$ cat config.mk
export PLATFORM = sky130hd
export DESIGN_NAME = dfo_edge_store
export DESIGN_NICKNAME = d
export VERILOG_FILES = /design/src/hw/rtl/dfo_pkg.sv /design/src/hw/rtl/dfo_edge_store.sv
export SDC_FILE = /design/constraint.sdc
export NUM_CORES = 2
export LEC_CHECK = 0
export BUFFER_PORTS_ARGS = -buffer_cell sky130_fd_sc_hd__buf_2
export CAP_MARGIN = 40
export CORE_ASPECT_RATIO = 1.4
export CORE_UTILIZATION = 50
export DETAILED_ROUTE_END_ITERATION = 16
export HOLD_SLACK_MARGIN = 0.1
export PLACE_DENSITY = 0.67
export SYNTH_ARGS = -nofsm -noshare
export SYNTH_HDL_FRONTEND = slang
export SYNTH_SLANG_ARGS = --single-unit
$ cat constraint.sdc
create_clock -name clk -period 2.1 [get_ports clk]
set_input_delay 0.21 -clock clk [delete_from_list [all_inputs] [get_ports clk]]
set_output_delay 0.21 -clock clk [all_outputs]
set_load 0.01 [all_outputs]
$ cat src/hw/rtl/dfo_pkg.sv
// ----------------------------------------------------------------------------
// dfo_pkg
// Shared constants, codes and request/response types of the graph walker.
// ----------------------------------------------------------------------------
package dfo_pkg;

  localparam int MAX_VERTICES = 64;
  localparam int MAX_EDGES    = 256;

  localparam int VTX_W   = $clog2(MAX_VERTICES);
  localparam int EIDX_W  = $clog2(MAX_EDGES);
  localparam int ECNT_W  = $clog2(MAX_EDGES + 1);
  localparam int DEPTH_W = $clog2(MAX_VERTICES + 1);
  localparam int SIDX_W  = $clog2(MAX_VERTICES);

  // width of the per-walk visit tag
  localparam int EPOCH_W = 8;

  // fixed field widths of the ports
  localparam int FLD_VTX_W  = 6;
  localparam int NV_W       = 7;
  localparam int STAT_W     = 2;
  localparam int IN_DATA_W  = 16;
  localparam int OUT_DATA_W = 8;

  localparam logic       OP_ADD = 1'b0;
  localparam logic       OP_RUN = 1'b1;

  localparam logic [STAT_W-1:0] STAT_OK   = 2'd0;
  localparam logic [STAT_W-1:0] STAT_BAD  = 2'd1;
  localparam logic [STAT_W-1:0] STAT_FULL = 2'd2;

  typedef struct packed {
    logic              rd_en;
    logic [VTX_W-1:0]  rd_addr;
    logic              wr_en;
    logic [VTX_W-1:0]  wr_addr;
    logic [EIDX_W-1:0] wr_head;
    logic [EIDX_W-1:0] wr_tail;
  } vtx_req_t;

  typedef struct packed {
    logic              valid;
    logic [EIDX_W-1:0] head;
    logic [EIDX_W-1:0] tail;
  } vtx_rsp_t;

  typedef struct packed {
    logic              rd_en;
    logic [EIDX_W-1:0] rd_addr;
    logic              tgt_wr_en;
    logic [EIDX_W-1:0] tgt_addr;
    logic [VTX_W-1:0]  tgt_data;
    logic              link_wr_en;
    logic [EIDX_W-1:0] link_addr;
    logic [EIDX_W-1:0] link_data;
  } edge_req_t;

  typedef struct packed {
    logic [VTX_W-1:0]  tgt;
    logic [EIDX_W-1:0] link;
  } edge_rsp_t;

  typedef struct packed {
    logic [VTX_W-1:0]  vtx;
    logic [EIDX_W-1:0] cur;
    logic [EIDX_W-1:0] tail;
    logic              more;
  } stk_entry_t;

  typedef struct packed {
    logic              rd_en;
    logic [SIDX_W-1:0] rd_addr;
    logic              wr_en;
    logic [SIDX_W-1:0] wr_addr;
    stk_entry_t        wr_data;
  } stk_req_t;

endpackage

$ cat src/hw/rtl/dfo_edge_store.sv
// ----------------------------------------------------------------------------
// dfo_edge_store
// Edge target and next-edge link memories, one shared read address.
// ----------------------------------------------------------------------------
module dfo_edge_store (
  input  logic               clk,
  input  dfo_pkg::edge_req_t req,
  output dfo_pkg::edge_rsp_t rsp
);
  import dfo_pkg::*;

  logic [VTX_W-1:0]  tgt_mem  [MAX_EDGES];
  logic [EIDX_W-1:0] link_mem [MAX_EDGES];
  logic [VTX_W-1:0]  tgt_rd_r;
  logic [EIDX_W-1:0] link_rd_r;

  always_ff @(posedge clk) begin
    if (req.tgt_wr_en) begin
      tgt_mem[req.tgt_addr] <= req.tgt_data;
    end
    if (req.rd_en) begin
      tgt_rd_r <= tgt_mem[req.rd_addr];
    end
  end

  always_ff @(posedge clk) begin
    if (req.link_wr_en) begin
      link_mem[req.link_addr] <= req.link_data;
    end
    if (req.rd_en) begin
      link_rd_r <= link_mem[req.rd_addr];
    end
  end

  assign rsp.tgt  = tgt_rd_r;
  assign rsp.link = link_rd_r;

endmodule

# Yosys cells after proc, flatten, opt, wreduce, memory -nomap -nowiden
# Memories as Yosys holds them, arrays and structs flattened. A register that Yosys moved wholly into a read port is not among the register bits.
# Cells that the tools add are included.
# word_totals
reg_bits	0
latch_bits	0
ram_bits	3584
romBits	0
input_bits	42
out_inout_bits	14
word_cells	6
memories	2
# memory_table
memory	depth	width	rd	rd_clocked_by_memory_dff	write_ports	line_no	rtl
link_mem	256	8	1	1	1	dfo_edge_store.sv:13	logic [EIDX_W-1:0] link_mem [MAX_EDGES];
tgt_mem	256	6	1	1	1	dfo_edge_store.sv:12	logic [VTX_W-1:0] tgt_mem [MAX_EDGES];
# classes
n_addsub	0
n_mul	0
div_mod_pow	0
n_lt_le_gt_ge	0
n_eq_ne	0
n_shift	0
n_mux	4
bitwise_logic	0
n_reduce_logical	0
# op_table
operator	count
1-bit 2-to-1 mux	4

# Longest topological paths before layout
# depth
ltp_word	2
mapped_depth	11
ltp_nobuf	6

# Worst setup path before layout
# OpenSTA, ideal clock, no wires.
# synth_timing
path_type	input-to-reg
startpoint	in req[32] in the netlist's numbering
endpoint	reg link_rd_r[0] (read register of link_mem), data pin
setup_ps	269
t_arrival_ps	2040
t_required_ps	1831
setup_slack_ps	-209
path_stages	8
path_buffers	3
path_cell_list	buf_4 -> buf_4 -> buf_2 -> mux4_2 -> a22oi_1 -> a21oi_1 -> nor4_1 -> nor4_2
# synth_rtl
element	line_no	rtl
from (decl)	dfo_edge_store.sv:7	input dfo_pkg::edge_req_t req,
to (decl)	dfo_edge_store.sv:15	logic [EIDX_W-1:0] link_rd_r;

==> results.toml <==
[synthesis]
synth-seq-cells = 3598
ys_types = 50
syn_nets = 6716
synthesis.area_mm2 = 0.139
postSynthCellCount = 6674
synth_seq_area_share_pct = 77.7
synth_top_flop_cell = "edfxtp_1"
avgSynthCellArea_um2 = 20.8
yosysWarnings = 0
synthArstFlopShare_pct = 0
synth_edf_count = 3598

[clock_network]
cts_sinks = 3598
ctsRootBufferMaster = "clkbuf_16"
cts_setup_buffers = 0
insertion_delay_ps = 880
htreeDepth = 5
cts_tree = "built"
cts_made_buffers = 330
clockBufferDepth = 4
clk_pin_slew_ps = 70

[pwr]
power.density_mw_per_mm2 = 886
p_leak_nw = 54.5
peakVddDrop_v = 0.00111

[floorplan]
row_count = 228
start_util_pct = 50.4
die_h_um = 626
boundaryPins = 56
dieArea_mm2 = 0.280
die_x_um = 448
core_area_mm2 = 0.276

[layout]
syn_to_final_growth_pct = 19.7
nets = 8113
final_area_mm2 = 0.167
drive_above_1_share_pct = 34.6

[grt]
grt_pass1_vias = 76500
grt_start_max_net_pins = 93
track_usage_pct = 27.1
antenna_found_initial = 22
grt.overflow.total = 0
grt_pass1_wl_mm = 542

[timing]
finClkSkew_ps = 41.4
rsz0062_at_grt = "yes"
worst_slack_ps = -282
setup_violations = 15
fmax_ghz = 0.420
slew_viol_final = 0
period_minus_slack_ps = 2380
tightest_slew_ps = 905
hold_viol_final = 0
period_share_pct = 113
relSlewSlack_pct = 39.6

[place]
postPlaceCellArea_mm2 = 0.155
dpl_worst_slack_ps = -1430
io_buffers = 55
hpwl_mm = 256
gp_congestion = 0.893

[route]
wl_per_cell_um = 31.5
routed_wl_mm = 379
drtAntennaViolNets = 0
vias_per_cell = 6.20
drc = 0
drtIter0Drc = 8901
drtPass1Iterations = 8
dr_total_vias = 74500

[critical_path]
setup.worst_path.start_class = "register"
worstPathArrival_ps = 3010
reg2reg_slack_ps = -280
cp.required_ps = 2730
cp-end-kind = "register"
critical_path_peak_fanout = 1
worstSetupPathType = "reg2reg"

[outcome]
status = "finished, violations left"
violations = "setup timing"

[hold_path]
worst_hold_path_type = "in2reg"

[job]
maxCapViolations = 0
-- routing by layer --
metal / GRT usage [%] / up-vias / wire (um)
met3: 4.08 / 847 / 29000
met5: 0 / - / 59
met4: 13.2 / 8 / 21000
li1: - / 30700 / -
met1: 33.9 / 39300 / 135000
met2: 46.3 / 3679 / 194000
-- final cells by class --
type / count / area, um2
Tap cell: 3680 / 4600
Fill cell: 19400 / 110000
Sequential cell: 3598 / 108000
Clock inverter: 171 / 1700
Antenna cell: 16 / 40.0
Timing Repair Buffer: 1484 / 13300
Clock buffer: 405 / 8730
Multi-Input combinational cell: 2655 / 30100
Inverter: 2 / 7.51
-- what timing repair did --
item / CTS / global route
pin swaps: 62 / 43
endpoints found under the hold margin: 1502 / 0
hold buffers: 24 / 0
resized for setup: 163 / 74
setup endpoints to repair: 18 / 46
-- kinds of logic (layout without fill, tap and decap cells) --
kind of cell           Yosys count  after routing  synth area share [%]
muxes                         1062           1062                  14.3
DFF                           3598           3598                  77.7
other                            0             16                     0
buffers and inverters          421           2062                  1.63
AOI/OAI and AO/OA              716            716                  3.61
and+or+nand+nor                877            877                  2.78
-- critical path, stage by stage (launching register included) --
cell and delay [ps]:
edfxtp_1 370, mux4_2 470, a22o_4 280, a221oi_4 260, buf_6 190, o32ai_4 110, nor3_4 340, nor4_2 90
-- cell usage in the layout, fill, tap and decap left out, types with 64 or more instances in the layout --
| cell | count |
|---|---|
| mux2i_1 | 314 |
| edfxtp_1 | 3598 |
| mux4_2 | 744 |
| buf_12 | 163 |
| clkbuf_1 | 66 |
| clkinv_1 | 64 |
| a21oi_1 | 117 |
| nand2_1 | 73 |
| a22oi_1 | 247 |
| clkbuf_16 | 339 |
| nor2_1 | 545 |
| buf_4 | 1235 |
-- flip-flops by register name (all words and copies together) (netlist names) --
register and count:
tgt_mem 1536, link_mem 2048, tgt_rd_r 6, link_rd_r 8
-- per-stage QoR --
step                instances  utilization (%)  TNS [ps]  total power [mW]  hold WS (ps)
floorplan                6674                -     -21.9              84.6           309
global placement        11400             56.0    -70210              89.3           640
detailed placement      11400             56.0    -60710              89.5           648
CTS                     12000             60.2     -1660               148           100
global route            12000             60.3     -1700               151           151
finish                  12000             60.3     -1290               148           158
-- worst paths after layout --
kind | cells past startpoint | startpoint | to
worst max-delay path | 7 | link_mem[114][4] | link_rd_r[4]
worst min register to register | 7 | link_mem[231][4] | link_rd_r[4]
worst min-delay path | 4 | req[10] | link_mem[245][4]
worst max register to register | 7 | link_mem[114][4] | link_rd_r[4]
-- cells in the mapped netlist, types with 21 or more instances --
cell / n / area, um2
buf_2: 96 / 480
nand2_1: 74 / 278
a221oi_1: 21 / 184
mux4_2: 744 / 16800
nor4_1: 55 / 344
buf_4: 40 / 300
buf_1: 31 / 116
nor3_1: 49 / 245
buf_6: 38 / 428
clkbuf_1: 204 / 766
o221ai_1: 58 / 508
a211oi_1: 27 / 203
nor2b_1: 26 / 163
a22oi_1: 300 / 2250
o22ai_1: 64 / 400
mux2i_1: 318 / 3180
nand3_1: 53 / 265
a21oi_1: 157 / 786
nor2_1: 550 / 2060
edfxtp_1: 3598 / 108000
-- report_power, final --
| group | internal [mW] | switching [mW] | total [mW] |
|---|---|---|---|
| Clock | 33.6 | 25.7 | 59.3 |
| Sequential | 79.2 | 0.161 | 79.3 |
| Combinational | 3.58 | 5.45 | 9.03 |
| Total | 116 | 31.3 | 148 |
No activity file was read; power rests on OpenSTA's default activity.
