$ cat src/hw/rtl/dfo_pkg.sv
// ----------------------------------------------------------------------------
// dfo_pkg
// Shared constants, codes and request/response types of the graph walker.
// ----------------------------------------------------------------------------
package dfo_pkg;

  localparam int MAX_VERTICES = 64;
  localparam int MAX_EDGES    = 256;

  localparam int VTX_W   = $clog2(MAX_VERTICES);
  localparam int EIDX_W  = $clog2(MAX_EDGES);
  localparam int ECNT_W  = $clog2(MAX_EDGES + 1);
  localparam int DEPTH_W = $clog2(MAX_VERTICES + 1);
  localparam int SIDX_W  = $clog2(MAX_VERTICES);

  // width of the per-walk visit tag
  localparam int EPOCH_W = 8;

  // fixed field widths of the ports
  localparam int FLD_VTX_W  = 6;
  localparam int NV_W       = 7;
  localparam int STAT_W     = 2;
  localparam int IN_DATA_W  = 16;
  localparam int OUT_DATA_W = 8;

  localparam logic       OP_ADD = 1'b0;
  localparam logic       OP_RUN = 1'b1;

  localparam logic [STAT_W-1:0] STAT_OK   = 2'd0;
  localparam logic [STAT_W-1:0] STAT_BAD  = 2'd1;
  localparam logic [STAT_W-1:0] STAT_FULL = 2'd2;

  typedef struct packed {
    logic              rd_en;
    logic [VTX_W-1:0]  rd_addr;
    logic              wr_en;
    logic [VTX_W-1:0]  wr_addr;
    logic [EIDX_W-1:0] wr_head;
    logic [EIDX_W-1:0] wr_tail;
  } vtx_req_t;

  typedef struct packed {
    logic              valid;
    logic [EIDX_W-1:0] head;
    logic [EIDX_W-1:0] tail;
  } vtx_rsp_t;

  typedef struct packed {
    logic              rd_en;
    logic [EIDX_W-1:0] rd_addr;
    logic              tgt_wr_en;
    logic [EIDX_W-1:0] tgt_addr;
    logic [VTX_W-1:0]  tgt_data;
    logic              link_wr_en;
    logic [EIDX_W-1:0] link_addr;
    logic [EIDX_W-1:0] link_data;
  } edge_req_t;

  typedef struct packed {
    logic [VTX_W-1:0]  tgt;
    logic [EIDX_W-1:0] link;
  } edge_rsp_t;

  typedef struct packed {
    logic [VTX_W-1:0]  vtx;
    logic [EIDX_W-1:0] cur;
    logic [EIDX_W-1:0] tail;
    logic              more;
  } stk_entry_t;

  typedef struct packed {
    logic              rd_en;
    logic [SIDX_W-1:0] rd_addr;
    logic              wr_en;
    logic [SIDX_W-1:0] wr_addr;
    stk_entry_t        wr_data;
  } stk_req_t;

endpackage

$ cat src/hw/rtl/dfo_vtx_table.sv
// ----------------------------------------------------------------------------
// dfo_vtx_table
// Per-vertex list head and tail in a synchronous memory, with list valid bits.
// ----------------------------------------------------------------------------
module dfo_vtx_table (
  input  logic              clk,
  input  logic              rst_n,
  input  dfo_pkg::vtx_req_t req,
  output dfo_pkg::vtx_rsp_t rsp
);
  import dfo_pkg::*;

  logic [2*EIDX_W-1:0]     mem [MAX_VERTICES];
  logic [MAX_VERTICES-1:0] valid_r;
  logic [2*EIDX_W-1:0]     rd_data_r;
  logic                    rd_valid_r;

  always_ff @(posedge clk) begin
    if (req.wr_en) begin
      mem[req.wr_addr] <= {req.wr_head, req.wr_tail};
    end
    if (req.rd_en) begin
      rd_data_r <= mem[req.rd_addr];
    end
  end

  always_ff @(posedge clk) begin
    if (!rst_n) begin
      valid_r    <= '0;
      rd_valid_r <= 1'b0;
    end else begin
      if (req.wr_en) begin
        valid_r[req.wr_addr] <= 1'b1;
      end
      if (req.rd_en) begin
        rd_valid_r <= valid_r[req.rd_addr];
      end
    end
  end

  assign rsp.valid = rd_valid_r;
  assign rsp.head  = rd_data_r[2*EIDX_W-1:EIDX_W];
  assign rsp.tail  = rd_data_r[EIDX_W-1:0];

endmodule

$ cat config.mk
export PLATFORM = sky130hd
export DESIGN_NAME = dfo_vtx_table
export DESIGN_NICKNAME = d
export VERILOG_FILES = /design/src/hw/rtl/dfo_pkg.sv /design/src/hw/rtl/dfo_vtx_table.sv
export SDC_FILE = /design/constraint.sdc
export NUM_CORES = 1
export LEC_CHECK = 0
export BUFFER_PORTS_ARGS = -buffer_cell sky130_fd_sc_hd__buf_2
export CAP_MARGIN = 20
export CORE_MARGIN = 5
export CORE_UTILIZATION = 62
export DETAILED_ROUTE_END_ITERATION = 16
export PLACE_DENSITY = 0.8
export RECOVER_POWER = 100
export SYNTH_ARGS = -nofsm -noshare
export SYNTH_HDL_FRONTEND = slang
export SYNTH_SLANG_ARGS = --single-unit
$ cat constraint.sdc
create_clock -name clk -period 2.8 [get_ports clk]
set_input_delay 0.14 -clock clk [delete_from_list [all_inputs] [get_ports clk]]
set_output_delay 0.14 -clock clk [all_outputs]
set_load 0.03 [all_outputs]
# Word-level counts from Yosys, hierarchy flattened

Memories as Yosys holds them, arrays and structs flattened. A register that Yosys moved wholly into a read port is not among the register bits.
Index checks and enable logic that the tools add are counted.
W data, S select, Z words.

Register bits after elaboration: 65
Memories: 1
Input bits: 32
Memory bits (writable): 1024
Logic and storage cells: 14

Memory list:

| name | depth | width | rd ports | clocked after memory_dff | wr ports | RTL line            | RTL |
|---|---|---|---|---|---|---|---|
| mem  | 64    | 16    | 1        | 1                        | 1        | dfo_vtx_table.sv:13 | `logic [2*EIDX_W-1:0] mem [MAX_VERTICES];` |

Mux-type cells: 6
Bitwise gates (word level): 1
Reductions and logical operators: 1
Order comparisons: 3

Operator list:

| kind                 | count |
|---|---|
| $or A64 B64 Y64      | 1 |
| $lt A6 B7 Y1 const B | 2 |
| $bmux W1 S6          | 1 |
| $demux W1 S6         | 1 |
| $ge A6 B1 Y1 const B | 1 |
| $mux W1              | 4 |
| $logic_and A1 B1 Y1  | 1 |

# Logic depth before layout (Yosys ltp)

Word-level depth: 5
Depth in mapped cells: 9

# Least setup slack after synthesis

OpenSTA, ideal clock, no wires.

Path kind: input to register
Start: in req[24] (netlist bit)
End: reg rd_data_r[10] (read register of mem) (data pin)
Arrival: 2229 ps
Setup slack: 299 ps
Library setup time: 272 ps
Stages on the path: 6
Cell sequence: clkbuf_1 -> clkbuf_1 -> clkbuf_1 -> mux4_2 -> mux4_2 -> mux4_2

RTL lines:

| what        | RTL line            | RTL |
|---|---|---|
| from (decl) | dfo_vtx_table.sv:8  | `input dfo_pkg::vtx_req_t req,` |
| to (decl)   | dfo_vtx_table.sv:15 | `logic [2*EIDX_W-1:0] rd_data_r;` |

==> results.json <==
{
  "p_clk_frac": 0.421,
  "muxShareOfSynthArea": 0.188,
  "synth_area_leader_cell": "edfxtp_1",
  "slew_headroom": -0.676,
  "syn_avg_cell_area_um2": 23.6,
  "place_hpwl_mm": 56.6,
  "grt_pass1_vias": 21600,
  "netlist_area_um2": 42100,
  "rsz0062_at_grt": "no",
  "grt-ovfl-total": 0,
  "path_cells": "buf_8 -> buf_12 -> buf_4 -> mux4_2 -> mux4_2 -> mux2i_1 -> o21ai_0",
  "nFillCells": 3640,
  "grtUsageTotal": 0.301,
  "min_path_type": "in -> reg",
  "cts_root_buf": "clkbuf_16",
  "ios": 49,
  "clock_path_buffers": 3,
  "synth_top_area_frac": 0.742,
  "routedWlPerCell_um": 36.9,
  "final.setup.tns_ns": 0,
  "synth-seq-cells": 1105,
  "cp-start-kind": "input port",
  "reg2reg_setup_slack_ns": 0.25,
  "yosys.area_share.simple": 0.0128,
  "netlist_instances": 1784,
  "die_h_um": 270,
  "postRouteAntennaNets": 0,
  "crit_top_cell": "mux4_2",
  "drv_cap": 39,
  "synth_area_leaders": "edfxtp_1, mux4_2, dfxtp_1",
  "slew_viol_final": 881,
  "drive_above_1_share": 0.307,
  "setup_ws_ns": 0.166,
  "start_util": 0.625,
  "grt_max_degree": 65,
  "cts_made_buffers": 100,
  "cts_htree_levels": 3,
  "post-place-ws_ns": -0.461,
  "seqPwrFrac": 0.526,
  "synth-adder-area-share": 0,
  "cp.required_ns": 3.17,
  "drt_iter0_drc": 3251,
  "skew_ns": 0.0214,
  "clkTransAtPathRegs_ns": 0.07,
  "netSwitchingPower_mw": 7.18,
  "violations": "max-capacitance violations, max-slew violations",
  "cpPeakStageDelay_ns": 0.64,
  "drc": 0,
  "endpoint_kind": "register",
  "nets": 2036,
  "sw_frac_of_total": 0.207,
  "combPwrFrac": 0.053,
  "layout_commonest_cell": "edfxtp_1",
  "finalCritPeriodShare": 0.941,
  "cts_sinks": 1105,
  "core_um2": 67300,
  "synth-compound-area-share": 0.0153,
  "syn_nets": 1816,
  "tightestPinTransition_ns": 2.51,
  "dieArea_um2": 73200,
  "p_per_area_nw_per_um2": 726,
  "critPathKind": "in -> reg",
  "internal_power_mw": 27.6,
  "ys_seq_area_frac": 0.773,
  "synth.distinct_cells": 31,
  "ys_warn_count": 0,
  "fin_area_um2": 47800,
  "globalplace.congestion": 0.811,
  "utilization": 0.711,
  "cp.arrival_ns": 3.01,
  "p_leak_nw": 15.0,
  "synth_top_family_by_area": "multiplexers",
  "antenna_found_initial": 16,
  "grt_pass1_wl_mm": 156,
  "rows": 95,
  "drt-total-wl_mm": 110,
  "fin_crit_ns": 2.63,
  "syn_to_final_growth_pct": 13.8,
  "post-cts-setup-buffer-count": 0,
  "chipWidth_um": 270,
  "vdd_ir_drop_max_uv": 423,
  "hold_viol_final": 0,
  "slowest_stage": "mux2i_1",
  "worstSkewPairLatency_ns": 0.67,
  "dr.pass1.iters": 5,
  "worst-path-max-fanout": 31,
  "via_per_inst": 7.08,
  "fmax_mhz": 380,
  "vias": 21000,
  "finalSetupViolCount": 0,
  "synth_xor_xnor_area_share": 0,
  "io_buffers": 48,
  "final_cell_mix": "edfxtp_1, mux4_2, clkbuf_1",
  "status": "finished with violations",
  "place_area_um2": 44500,
  "tritoncts": "done"
}
[cells by family (layout without fill, tap and decap cells)]
kind of cell / after synthesis / after routing
AO/OA/AOI/OAI: 90 / 90
AND/OR/NAND/NOR: 121 / 121
buffers and inverters: 99 / 407
other: 0 / 4
multiplexers: 369 / 369
flip-flops: 1105 / 1105
[worst max-delay path: cells and delay by family]
| family | cells | cell delay [ns] |
|---|---|---|
| compound gates | 1 | 0.18 |
| mux | 3 | 1.70 |
| buf+inv | 3 | 0.94 |
[layer usage]
layer / wire (um) / global-route usage / up-vias
li1: - / - / 8051
met1: 36600 / 0.410 / 10900
met2: 53400 / 0.479 / 1718
met3: 14500 / 0.0809 / 318
met4: 4990 / 0.118 / 14
met5: 86 / 0 / -
[state kept, by name, summed over array words and instances, names as in the netlist]
signal / count
rd_valid_r: 1
mem: 1024
rd_data_r: 16
valid_r: 64
[cell usage after synthesis]
cell and number:
dfxtp_1 65, o22ai_1 2, mux2_2 17, o21ai_0 16, nor2b_1 7, buf_6 1
nand3_1 9, a41o_1 1, and2_1 1, mux2i_1 17, nand2_1 19, or3_1 2
nand3b_1 3, nand2b_1 5, edfxtp_1 1040, o2111ai_1 1, nor2_1 64, or4_1 1
nor3_1 5, buf_4 5, nand4_1 4, o21a_1 64, buf_2 35, a22oi_1 2
clkbuf_1 54, buf_1 4, a22o_1 2, and3b_1 1, a21boi_0 1, mux4_2 335
o2111a_1 1
[repair_timing]
item | in CTS | in global routing
hold buffers | 0 | 8
hold endpoints to repair | 0 | 118
resized for setup | 0 | 0
[cell type report]
type	count	area, um2	area share
tap	873	1090	0.0228
clock buffer	134	2800	0.0586
clock inverter	56	734	0.0153
antenna	4	10.0	0.000209
multi-input combinational	580	9190	0.192
timing repair buffer	217	1490	0.0312
sequential	1105	32500	0.680
[power groups by stage]
stage / combinational [mW] / clock [mW] / sequential, mW
finish: 1.83 / 14.6 / 18.3
global route: 1.90 / 15.5 / 18.3
CTS: 1.81 / 14.7 / 18.3
detailed placement: 1.77 / 0 / 18.6
global placement: 1.71 / 0 / 18.6
floorplan: 0.927 / 0 / 18.6
[final timing paths]
check,to,cells past startpoint,startpoint
max,rd_data_r[7]$_DFFE_PP_,7,req[23]
min reg2reg,valid_r[14]$_SDFFE_PN0P_,1,valid_r[14]$_SDFFE_PN0P_
min,rd_data_r[9]$_DFFE_PP_,2,req[28]
max reg2reg,rd_data_r[7]$_DFFE_PP_,4,mem[19][7]$_DFFE_PP_
[stage by stage]
| step | instances | total power [mW] | hold slack (ns) |
|---|---|---|---|
| floorplan | 1784 | 19.6 | 0.239 |
| global placement | 2752 | 20.3 | 0.441 |
| detailed placement | 2752 | 20.4 | 0.449 |
| CTS | 2942 | 34.8 | 0.0203 |
| global route | 2967 | 35.7 | 0.0441 |
| finish | 2969 | 34.7 | 0.0673 |
Note: power is estimated with default switching activity, not from simulation.
