==> config.mk <==
export PLATFORM = sky130hd
export DESIGN_NAME = dfo_stack
export DESIGN_NICKNAME = d
export VERILOG_FILES = /design/src/hw/rtl/dfo_pkg.sv /design/src/hw/rtl/dfo_stack.sv
export SDC_FILE = /design/constraint.sdc
export NUM_CORES = 1
export LEC_CHECK = 0
export BUFFER_PORTS_ARGS = -buffer_cell sky130_fd_sc_hd__buf_2
export CORE_AREA = 4 4 483 485
export CTS_BUF_LIST = sky130_fd_sc_hd__clkbuf_8
export CTS_CLUSTER_DIAMETER = 30
export DETAILED_ROUTE_END_ITERATION = 10
export DIE_AREA = 0 0 487 489
export GPL_TIMING_DRIVEN = 0
export PLACE_DENSITY_LB_ADDON = 0.25
export SLEW_MARGIN = 5
export SYNTH_ARGS = -nofsm -noshare
export SYNTH_HDL_FRONTEND = slang
export SYNTH_SLANG_ARGS = --single-unit
==> constraint.sdc <==
create_clock -name clk -period 3.7 [get_ports clk]
set_input_delay 0.185 -clock clk [delete_from_list [all_inputs] [get_ports clk]]
set_output_delay 0.185 -clock clk [all_outputs]
set_load 0.05 [all_outputs]
==> src/hw/rtl/dfo_pkg.sv <==
// ----------------------------------------------------------------------------
// dfo_pkg
// Shared constants, codes and request/response types of the graph walker.
// ----------------------------------------------------------------------------
package dfo_pkg;

  localparam int MAX_VERTICES = 64;
  localparam int MAX_EDGES    = 256;

  localparam int VTX_W   = $clog2(MAX_VERTICES);
  localparam int EIDX_W  = $clog2(MAX_EDGES);
  localparam int ECNT_W  = $clog2(MAX_EDGES + 1);
  localparam int DEPTH_W = $clog2(MAX_VERTICES + 1);
  localparam int SIDX_W  = $clog2(MAX_VERTICES);

  // width of the per-walk visit tag
  localparam int EPOCH_W = 8;

  // fixed field widths of the ports
  localparam int FLD_VTX_W  = 6;
  localparam int NV_W       = 7;
  localparam int STAT_W     = 2;
  localparam int IN_DATA_W  = 16;
  localparam int OUT_DATA_W = 8;

  localparam logic       OP_ADD = 1'b0;
  localparam logic       OP_RUN = 1'b1;

  localparam logic [STAT_W-1:0] STAT_OK   = 2'd0;
  localparam logic [STAT_W-1:0] STAT_BAD  = 2'd1;
  localparam logic [STAT_W-1:0] STAT_FULL = 2'd2;

  typedef struct packed {
    logic              rd_en;
    logic [VTX_W-1:0]  rd_addr;
    logic              wr_en;
    logic [VTX_W-1:0]  wr_addr;
    logic [EIDX_W-1:0] wr_head;
    logic [EIDX_W-1:0] wr_tail;
  } vtx_req_t;

  typedef struct packed {
    logic              valid;
    logic [EIDX_W-1:0] head;
    logic [EIDX_W-1:0] tail;
  } vtx_rsp_t;

  typedef struct packed {
    logic              rd_en;
    logic [EIDX_W-1:0] rd_addr;
    logic              tgt_wr_en;
    logic [EIDX_W-1:0] tgt_addr;
    logic [VTX_W-1:0]  tgt_data;
    logic              link_wr_en;
    logic [EIDX_W-1:0] link_addr;
    logic [EIDX_W-1:0] link_data;
  } edge_req_t;

  typedef struct packed {
    logic [VTX_W-1:0]  tgt;
    logic [EIDX_W-1:0] link;
  } edge_rsp_t;

  typedef struct packed {
    logic [VTX_W-1:0]  vtx;
    logic [EIDX_W-1:0] cur;
    logic [EIDX_W-1:0] tail;
    logic              more;
  } stk_entry_t;

  typedef struct packed {
    logic              rd_en;
    logic [SIDX_W-1:0] rd_addr;
    logic              wr_en;
    logic [SIDX_W-1:0] wr_addr;
    stk_entry_t        wr_data;
  } stk_req_t;

endpackage

==> src/hw/rtl/dfo_stack.sv <==
// ----------------------------------------------------------------------------
// dfo_stack
// Walk stack memory holding the levels below the live top of stack.
// ----------------------------------------------------------------------------
module dfo_stack (
  input  logic                clk,
  input  dfo_pkg::stk_req_t   req,
  output dfo_pkg::stk_entry_t rd_data
);
  import dfo_pkg::*;

  stk_entry_t mem [MAX_VERTICES];
  stk_entry_t rd_data_r;

  always_ff @(posedge clk) begin
    if (req.wr_en) begin
      mem[req.wr_addr] <= req.wr_data;
    end
    if (req.rd_en) begin
      rd_data_r <= mem[req.rd_addr];
    end
  end

  assign rd_data = rd_data_r;

endmodule

# Word-level counts from Yosys, hierarchy flattened
# Memory sizes are Yosys's and may differ from the RTL's. A register that Yosys moved wholly into a read port is not among the register bits.
# Index checks and enable logic that the tools add are counted.
[totals] inputBits=38 output_inout_bits=23 ff_bits=0 mem_bits_rw=1472 word_cells=3 n_memories=1
[mem_list] memory="mem" words=64 word_bits=23 read_ports=1 rd_clocked_by_memory_dff=1 wr=1 line="dfo_stack.sv:12" rtl="stk_entry_t mem [MAX_VERTICES];"
[classes] mux=2
[op_table] cell="two-way mux 1 bit" count=2

# Longest topological paths before layout
# Gate-level depths: netlist of the first run.
[depth] word_depth=2 mapped_depth=9 depth_no_buf=5

# Worst setup path after synthesis of the first run
# Ideal clock, no wire load.
[synth_timing] kind="input to register" startpoint="input req[26] in the netlist's numbering" endpoint="memory mem[48][0] in the netlist's numbering (enable)" t_arrival_ps=2311 path_stages=4 setup_slack_ps=957 setup_time_ps=432 required_ps=3268 path_buffers=1 path_cell_list="clkbuf_1 -> nor2b_1 -> nand4b_1 -> nor3_1"
[synth_rtl] element="start: declaration" line="dfo_stack.sv:7" rtl="input dfo_pkg::stk_req_t req,"
[synth_rtl] element="end: declaration" line="dfo_stack.sv:12"
# No word-level cell before the write port.

==> results of run 1 <==
## critical path: cells and delay by family
family | cells | cell delay, ns
compound gates | 3 | 1.29
mux | 1 | 0.33
buf+inv | 4 | 2.01
## power by group through the flow
stage	Sequential, mW	Combinational, mW	Clock (mW)
detailed placement	19.2	2.05	0
CTS	18.9	2.08	19.4
floorplan	19.3	0.918	0
global route	18.8	2.16	20.3
finish	18.8	2.05	18.9
global placement	19.2	1.97	0
## cells in the mapped netlist (22+ instances only)
master | count | area share (%)
edfxtp_1 | 1495 | 79
mux4_2 | 368 | 15
nor2_1 | 78 | 0.51
mux2i_1 | 71 | 1.2
clkbuf_1 | 64 | 0.42
a22oi_1 | 49 | 0.65
buf_4 | 41 | 0.54
nand3_1 | 28 | 0.25
a21oi_1 | 23 | 0.20
a22o_1 | 23 | 0.35
nand2_1 | 23 | 0.15
a221oi_1 | 22 | 0.34
## layer usage
layer,track usage (%),vias to the layer above
li1,-,11600
met1,18.86,15540
met2,22.03,988
met3,2.741,275
met4,4.759,0
met5,0,-
## through the flow
step / TNS (ns) / cells
finish: 0 / 6204
global route: 0 / 6200
CTS: 0 / 6185
detailed placement: -2.294 / 5592
global placement: -286.01 / 5525
floorplan: 0 / 2446
## cell families after synthesis
| family | after synthesis | share of synthesized area [%] |
|---|---|---|
| AO/OA/AOI/OAI | 186 | 2.364 |
| AND/OR/NAND/NOR | 177 | 1.452 |
| buffers and inverters | 135 | 1.279 |
| flip-flops | 1495 | 78.83 |
| multiplexers | 453 | 16.08 |
## final timing paths
path / from / end / slack (ns) / depth (start not counted)
worst min register to register: mem[60][18]$_DFFE_PP_ / rd_data[18]$_DFFE_PP_ / 0.94 / 4
worst max-delay path: req[33] / rd_data[5]$_DFFE_PP_ / 0.52 / 8
worst max register to register: mem[32][3]$_DFFE_PP_ / rd_data[3]$_DFFE_PP_ / 1.01 / 4
worst min-delay path: req[26] / mem[49][7]$_DFFE_PP_ / 0.17 / 4
## flip-flops by register name, summed over array words and instances, names as in the netlist
signal,flops
rd_data,23
mem,1472
## what timing repair did
action / 4_1_cts / 5_1_grt
hold buffers: 23 / 10
buffers inserted: 0 / 0
hold endpoints to repair: 729 / 640
## layout make-up
| cell class | count | area [um^2] |
|---|---|---|
| clock inverters | 228 | 2112 |
| multi-input cells | 816 | 11810 |
| repair buffers | 154 | 2167 |
| plain buffers | 135 | 728.2 |
| well taps | 3026 | 3786 |
| flip-flops and latches | 1495 | 44890 |
| clock buffers | 342 | 4707 |
| fillers | 22000 | 159000 |
| diodes | 8 | 20.02 |
==> results.json, run 1 <==
{
  "met3_length_um": 9512,
  "num_vias": 28390,
  "drtPass1Iterations": 5,
  "drtIter0Drc": 2927,
  "maxSlewHeadroom_pct": 13.77,
  "p_int_mw": 30.92,
  "first_global_vias": 29140,
  "ctsHtreeMaxLevel": 5,
  "postCtsResizedCells": 0,
  "fin_util_pct": 30.63,
  "antenna_found_initial": 14,
  "cts_tree": "yes",
  "min_path_type": "in2reg",
  "postLayoutCellArea_mm2": 0.07022,
  "finalCritPeriodShare_pct": 85.90,
  "synth_top_flop_cell": "edfxtp_1",
  "cts_buffer_depth": 4,
  "netlist_area_mm2": 0.05695,
  "drive_above_1_share_pct": 34.61,
  "grt_first_pass_wirelength_um": 231800,
  "place_area_mm2": 0.06301,
  "slew_viol_final": 0,
  "dr_wl_met2_um": 80180,
  "start_util_pct": 24.84,
  "seqPwrFrac_pct": 47.3,
  "synth_warnings": 0,
  "io_pins": 61,
  "crit_chain": "buf_2, buf_2, buf_1, clkbuf_1, mux2i_1, a21oi_1, a21oi_1, a221oi_1",
  "p_leak_nw": 21.96,
  "status": "finished, final reports clean",
  "syn_nets": 2484,
  "clock_skew_ns": 0.05420,
  "met1_length_um": 73140,
  "layout_commonest_cell": "edfxtp_1",
  "endpoint_kind": "flip-flop",
  "die_x_um": 487,
  "clkTransAtPathRegs_ns": 0.05,
  "seq_area_frac_synth_pct": 78.83,
  "hold_violations": 0,
  "drtAntennaViolNets": 0,
  "holdWs_ns": 0.1663,
  "worstPathRequired_ns": 4.38,
  "power_mw": 39.81,
  "grt_max_degree": 65,
  "syn_area_per_cell_um2": 23.28,
  "fp.dieH_um": 489,
  "dieArea_mm2": 0.2381,
  "via_per_inst": 4.577,
  "synthArstFlopShare_pct": 0,
  "tightest_slew_ns": 1.293,
  "slowest_delay_ns": 0.94,
  "gp_congestion": 0.8350,
  "rows": 176,
  "drv_cap": 0,
  "period_needed_ns": 3.178,
  "pwr-share-comb_pct": 5.1,
  "swShare_pct": 22.34,
  "clock_power_share_pct": 47.5,
  "io_buffers": 53,
  "top_layer": "met4",
  "ir_worst_vdd_v": 0.0004102,
  "cp_max_fo": 10,
  "cts_root_buf": "clkbuf_8",
  "drcViolationCount": 0,
  "wirelength_um": 167400,
  "cts_buffers": 333,
  "finalNetCount": 2973,
  "netlist_instances": 2446,
  "clock_latency_ns": 1.00,
  "post-dp-hpwl_um": 107600,
  "path_class": "in2reg",
  "cts.sinks": 1495,
  "design.core.area_mm2": 0.2292,
  "grt_usage_pct": 13.81,
  "synth_cell_type_count": 36,
  "rsz0062_at_grt": "no",
  "wl_per_cell_um": 26.99,
  "mostFrequentLayoutCells": "1495 x edfxtp_1, 368 x mux4_2, 342 x clkbuf_8",
  "cp-start-kind": "primary input",
  "overflow": 0,
  "setup_ws_ns": 0.5217,
  "synthToLayoutAreaGrowth_pct": 23.30,
  "clock.fmax_mhz": 314.6,
  "power_density_mw_per_mm2": 567.0,
  "finalSetupViolCount": 0,
  "crit_arrival_ns": 3.85,
  "crit_slowest_cell": "clkbuf_1",
  "p_switching_mw": 8.893,
  "place_worst_setup_slack_ns": -0.4301,
  "synth_enable_flop_cells": 1495,
  "ys_ff_latch": 1495
}
No activity file was read; power rests on OpenSTA's default activity.
==> inputs of run 2 (changes only) <==
--- a/config.mk
+++ b/config.mk
@@ -7,12 +7,11 @@
 export LEC_CHECK = 0
 export BUFFER_PORTS_ARGS = -buffer_cell sky130_fd_sc_hd__buf_2
 export CORE_AREA = 4 4 483 485
-export CTS_BUF_LIST = sky130_fd_sc_hd__clkbuf_8
 export CTS_CLUSTER_DIAMETER = 30
 export DETAILED_ROUTE_END_ITERATION = 10
 export DIE_AREA = 0 0 487 489
-export GPL_TIMING_DRIVEN = 0
 export PLACE_DENSITY_LB_ADDON = 0.25
+export REMOVE_ABC_BUFFERS = 1
 export SLEW_MARGIN = 5
 export SYNTH_ARGS = -nofsm -noshare
 export SYNTH_HDL_FRONTEND = slang
==> run 2 against run 1 <==
  * Flip-flop and latch count unchanged
  * Register-to-register slack improved by 0.16 ns
  * Power grew 30%
  * Core utilization grew 1.8 points
  * Final cell count grew 0.79%
  * First-iteration DRC count fell by 16%
  * Critical endpoint is now rd_data[21]$_DFFE_PP_
  * Largest cell class unchanged
  * Largest power group unchanged
==> results.json, run 2 (synthesis gave the netlist of run 1 again) <==
{
  "status": "finished, final reports clean",
  "gp_congestion": 0.7789,
  "cts_buffers": 357,
  "finalCritPeriodShare_pct": 68.45,
  "p_leak_nw": 24.03,
  "seqPwrFrac_pct": 36.5,
  "post-dp-hpwl_um": 99950,
  "slowest_delay_ns": 0.55,
  "clkTransAtPathRegs_ns": 0.05,
  "power_mw": 51.88,
  "cp-start-kind": "flip-flop",
  "drtPass1Iterations": 5,
  "period_needed_ns": 2.533,
  "dieArea_mm2": 0.2381,
  "die_x_um": 487,
  "fin_util_pct": 32.48,
  "place_worst_setup_slack_ns": 0.5044,
  "wl_per_cell_um": 27.18,
  "io_buffers": 60,
  "grt_first_pass_wirelength_um": 237100,
  "pwr-share-comb_pct": 3.8,
  "totalNegativeSetupSlack_ns": 0,
  "place_area_mm2": 0.06226,
  "grt_max_degree": 65,
  "swShare_pct": 21.02,
  "first_global_vias": 30250,
  "io_pins": 61,
  "drv_cap": 0,
  "p_int_mw": 40.97,
  "cts_tree": "yes",
  "mostFrequentLayoutCells": "1495 x edfxtp_1, 368 x mux4_2, 362 x clkbuf_16",
  "tightest_slew_ns": 1.250,
  "wirelength_um": 170000,
  "finalNetCount": 2971,
  "crit_arrival_ns": 3.13,
  "endpoint_kind": "flip-flop",
  "start_util_pct": 24.84,
  "fp.dieH_um": 489,
  "grt_usage_pct": 14.14,
  "drcViolationCount": 0,
  "crit_slowest_cell": "a21oi_1",
  "clock_latency_ns": 0.94,
  "rows": 176,
  "finalSetupViolCount": 0,
  "p_switching_mw": 10.91,
  "cp_max_fo": 1,
  "via_per_inst": 4.519,
  "path_class": "reg2reg",
  "hold_violations": 0,
  "postLayoutCellArea_mm2": 0.07445,
  "largest-register": "mem",
  "setup_ws_ns": 1.167,
  "layout_commonest_cell": "edfxtp_1",
  "clock_power_share_pct": 59.7,
  "ctsHtreeMaxLevel": 5,
  "num_vias": 28260,
  "drtAntennaViolNets": 0,
  "cts_setup_buffers": 0,
  "drive_above_1_share_pct": 38.98,
  "drtIter0Drc": 2456,
  "cts.sinks": 1495,
  "cts_root_buf": "clkbuf_16",
  "maxSlewHeadroom_pct": 16.67,
  "rsz0062_at_grt": "no",
  "largest_register_ffs": 1472,
  "ir_worst_vdd_v": 0.0005360,
  "antenna_found_initial": 25,
  "slew_viol_final": 0,
  "crit_chain": "mux4_2, mux2i_1, o21ai_0, a21oi_1, a211oi_1",
  "min_path_type": "in2reg",
  "synthToLayoutAreaGrowth_pct": 30.73,
  "cts_buffer_depth": 4,
  "clock.fmax_mhz": 394.8,
  "design.core.area_mm2": 0.2292,
  "clock_skew_ns": 0.1039,
  "worstPathRequired_ns": 4.30,
  "power_density_mw_per_mm2": 696.8,
  "overflow": 0
}
==> run 2: timing repair <==
item                                   in CTS  in global routing
resized for setup                           0                  0
hold buffers                               18                  0
endpoints found under the hold margin     401                  0
==> run 2: metal layers <==
layer	GRT usage, %	routed length, um	vias to the layer above
met3	3.310	9847	314
li1	-	-	11690
met1	18.02	70920	15280
met4	6.764	7208	4
met5	0	27	-
met2	22.76	81980	966
==> run 2: metrics by stage <==
stage,cells,hold slack (ns)
after floorplan,2311,0.2839
final,6253,0.01824
after global placement,5582,0.4789
after CTS,6238,0.0005107
after detailed placement,5582,0.4872
after global routing,6244,0.05806
==> run 2: critical path: cells and delay by family, from the launching register on <==
| kind | cells | cell delay [ns] |
|---|---|---|
| multiplexers | 2 | 0.97 |
| AO/OA/AOI/OAI | 3 | 0.89 |
| flip-flops | 1 | 0.36 |
==> run 2: path summary, 6_finish.rpt <==
| check | endpoint | slack (ns) | start | depth (start not counted) |
|---|---|---|---|---|
| worst max-delay path | rd_data[21]$_DFFE_PP_ | 1.17 | mem[18][21]$_DFFE_PP_ | 5 |
| worst min-delay path | mem[46][22]$_DFFE_PP_ | 0.02 | req[22] | 1 |
| worst max register to register | rd_data[21]$_DFFE_PP_ | 1.17 | mem[18][21]$_DFFE_PP_ | 5 |
| worst min register to register | rd_data[18]$_DFFE_PP_ | 0.92 | mem[20][18]$_DFFE_PP_ | 3 |
==> run 2: layout make-up <==
cell class	instances	area, um^2
antenna	15	37.54
fill	21570	154800
timing repair buffer	263	2215
multi-input combinational	816	11540
sequential	1495	44890
clock buffer	393	9175
tap	3026	3786
clock inverter	245	2801
==> run 2: power by group through the flow <==
stage,Sequential [mW],Clock (mW),Combinational [mW]
final,18.9,31.0,1.96
after global routing,18.9,32.4,2.09
after CTS,18.9,31.5,2.01
after detailed placement,19.2,0,1.99
after global placement,19.2,0,1.98
after floorplan,19.3,0,0.689
==> inputs of run 3 (changes only) <==
==> constraint.sdc (replaced) <==
create_clock -name clk -period 2.49 [get_ports clk]
set_input_delay 0.1245 -clock clk [delete_from_list [all_inputs] [get_ports clk]]
set_output_delay 0.1245 -clock clk [all_outputs]
set_load 0.05 [all_outputs]
==> run 3 against run 2 <==
  * Clock power grew 42%
  * Final cell count up 2.1%
  * Combinational power rose by 66%
  * First-iteration DRC count decreased by 2.5%
  * Sequential share of layout area shrank 1.2 points
  * Setup slack worse by 0.96 ns
  * Critical path type unchanged
  * Largest power group unchanged
  * Highest routed layer is now met4
==> results.json, run 3 (synthesis gave the netlist of run 1 again) <==
{
  "clock_latency_ns": 0.91,
  "met1_length_um": 72030,
  "finalCritPeriodShare_pct": 91.50,
  "crit_buf_inv": 1,
  "io_pins": 61,
  "synthToLayoutAreaGrowth_pct": 33.41,
  "finalSetupViolCount": 0,
  "cts_buffers": 363,
  "rows": 176,
  "cts_tree": "yes",
  "gp_congestion": 0.7586,
  "power_density_mw_per_mm2": 993.5,
  "ctsHtreeMaxLevel": 5,
  "dieArea_mm2": 0.2381,
  "ir_worst_vdd_v": 0.0006664,
  "cp-start-kind": "flip-flop",
  "fillers": 21490,
  "largest-register": "mem",
  "reg2reg_from": "mem[21][19]$_DFFE_PP_",
  "drtIter0Drc": 2395,
  "clock_skew_ns": 0.06077,
  "wl_per_cell_um": 26.66,
  "status": "finished, final reports clean",
  "period_needed_ns": 2.278,
  "place_inst": 5711,
  "clock.fmax_mhz": 438.9,
  "hold_violations": 0,
  "crit_family": "compound AO/OA/AOI/OAI gates",
  "layout_commonest_cell": "edfxtp_1",
  "finalNetCount": 3118,
  "dr_wl_met2_um": 84990,
  "first_global_vias": 30740,
  "largest_register_ffs": 1472,
  "drtAntennaViolNets": 0,
  "die_x_um": 487,
  "p_leak_nw": 24.80,
  "endpoint_kind": "flip-flop",
  "drcViolationCount": 0,
  "hold_start": "req[35]",
  "cp_max_fo": 1,
  "via_per_inst": 4.512,
  "grt_max_degree": 65,
  "cts_setup_buffers": 0,
  "drtPass1Iterations": 6,
  "drive_above_1_share_pct": 40.10,
  "cp-startpoint": "mem[21][19]$_DFFE_PP_",
  "overflow": 0,
  "mostFrequentLayoutCells": "1495 x edfxtp_1, 368 x mux4_2, 366 x clkbuf_16",
  "antenna_found_initial": 18,
  "slowest_delay_ns": 0.55,
  "tightest_slew_ns": 0.9409,
  "post-dp-hpwl_um": 104100,
  "holdWs_ns": 0.1407,
  "top_layer": "met4",
  "crit_chain": "mux4_2, mux2i_1, o21ai_0, a21oi_1, buf_4, a211oi_1",
  "crit_arrival_ns": 2.92,
  "grt_first_pass_wirelength_um": 239300,
  "grt_usage_pct": 14.17,
  "stdcell_count": 6382,
  "cts.sinks": 1495,
  "clkTransAtPathRegs_ns": 0.04,
  "start_util_pct": 24.84,
  "io_buffers": 60,
  "cts_buffer_depth": 4,
  "maxSlewHeadroom_pct": 37.27,
  "path_class": "reg2reg",
  "rsz0062_at_grt": "no",
  "fp.dieH_um": 489,
  "worstPathRequired_ns": 3.13,
  "cts_root_buf": "clkbuf_16",
  "drv_cap": 0,
  "min_path_type": "in2reg",
  "crit_slowest_cell": "a21oi_1",
  "num_vias": 28800,
  "met3_length_um": 7915,
  "slew_viol_final": 0,
  "wirelength_um": 170200,
  "totalNegativeSetupSlack_ns": 0,
  "design.core.area_mm2": 0.2292
}
run 3: cell types whose count changed in the layout (fill, tap and decap cells not counted), moves of 14 or more:
cell	before	now
buf_12	25	100
inv_6	22	7
clkbuf_1	31	51
clkinv_1	53	67
clkinv_4	21	4
buf_4	161	215
clkinv_2	48	63
run 3: where the power goes:
part	switching (mW)	internal [mW]
Clock	13.6	30.5
Sequential	0.101	28.0
Combinational	1.97	1.28
run 3: final timing paths:
path | end | slack (ns) | depth (start not counted)
worst max-delay path | rd_data[19]$_DFFE_PP_ | 0.21 | 6
worst min-delay path | rd_data[0]$_DFFE_PP_ | 0.14 | 3
worst min register to register | rd_data[18]$_DFFE_PP_ | 1.05 | 4
worst max register to register | rd_data[19]$_DFFE_PP_ | 0.21 | 6
run 3: layout make-up:
cell class	count	area (um^2)	area share, %
sequential	1495	44890	59.09
multi-input combinational	816	11540	15.19
clock buffer	417	9350	12.31
timing repair buffer	404	4242	5.583
tap	3026	3786	4.983
clock inverter	215	2141	2.818
antenna	9	22.52	0.02964
run 3: what timing repair did:
action / CTS / global route
endpoints found under the setup margin: 1 / 0
endpoints found under the hold margin: 1045 / 0
resized for setup: 1 / 0
hold buffers: 30 / 0
run 3: worst min-delay path, delay by kind of cell:
kind,cells,cell delay [ns]
buffers and inverters,1,0.22
AOI/OAI and AO/OA,1,0.13
and+or+nand+nor,1,0.35
run 3: through the flow:
stage	utilization, %	power, mW	worst slack (ns)	cell area [um^2]
4_1_cts	33.13	76.32	0.1421	75950
3_3_place_gp	27.99	31.84	-0.4913	64160
5_1_grt	33.14	77.89	0.05763	75960
6_report	33.14	75.49	0.2118	75980
2_1_floorplan	-	29.64	-0.05074	56220
3_5_place_dp	27.99	31.85	-0.4826	64160
run 3: metal layers:
layer / vias to the layer above / track usage, %
met5: - / 0
met4: 0 / 5.031
met3: 292 / 2.693
met2: 830 / 23.81
met1: 15730 / 18.33
li1: 11940 / -
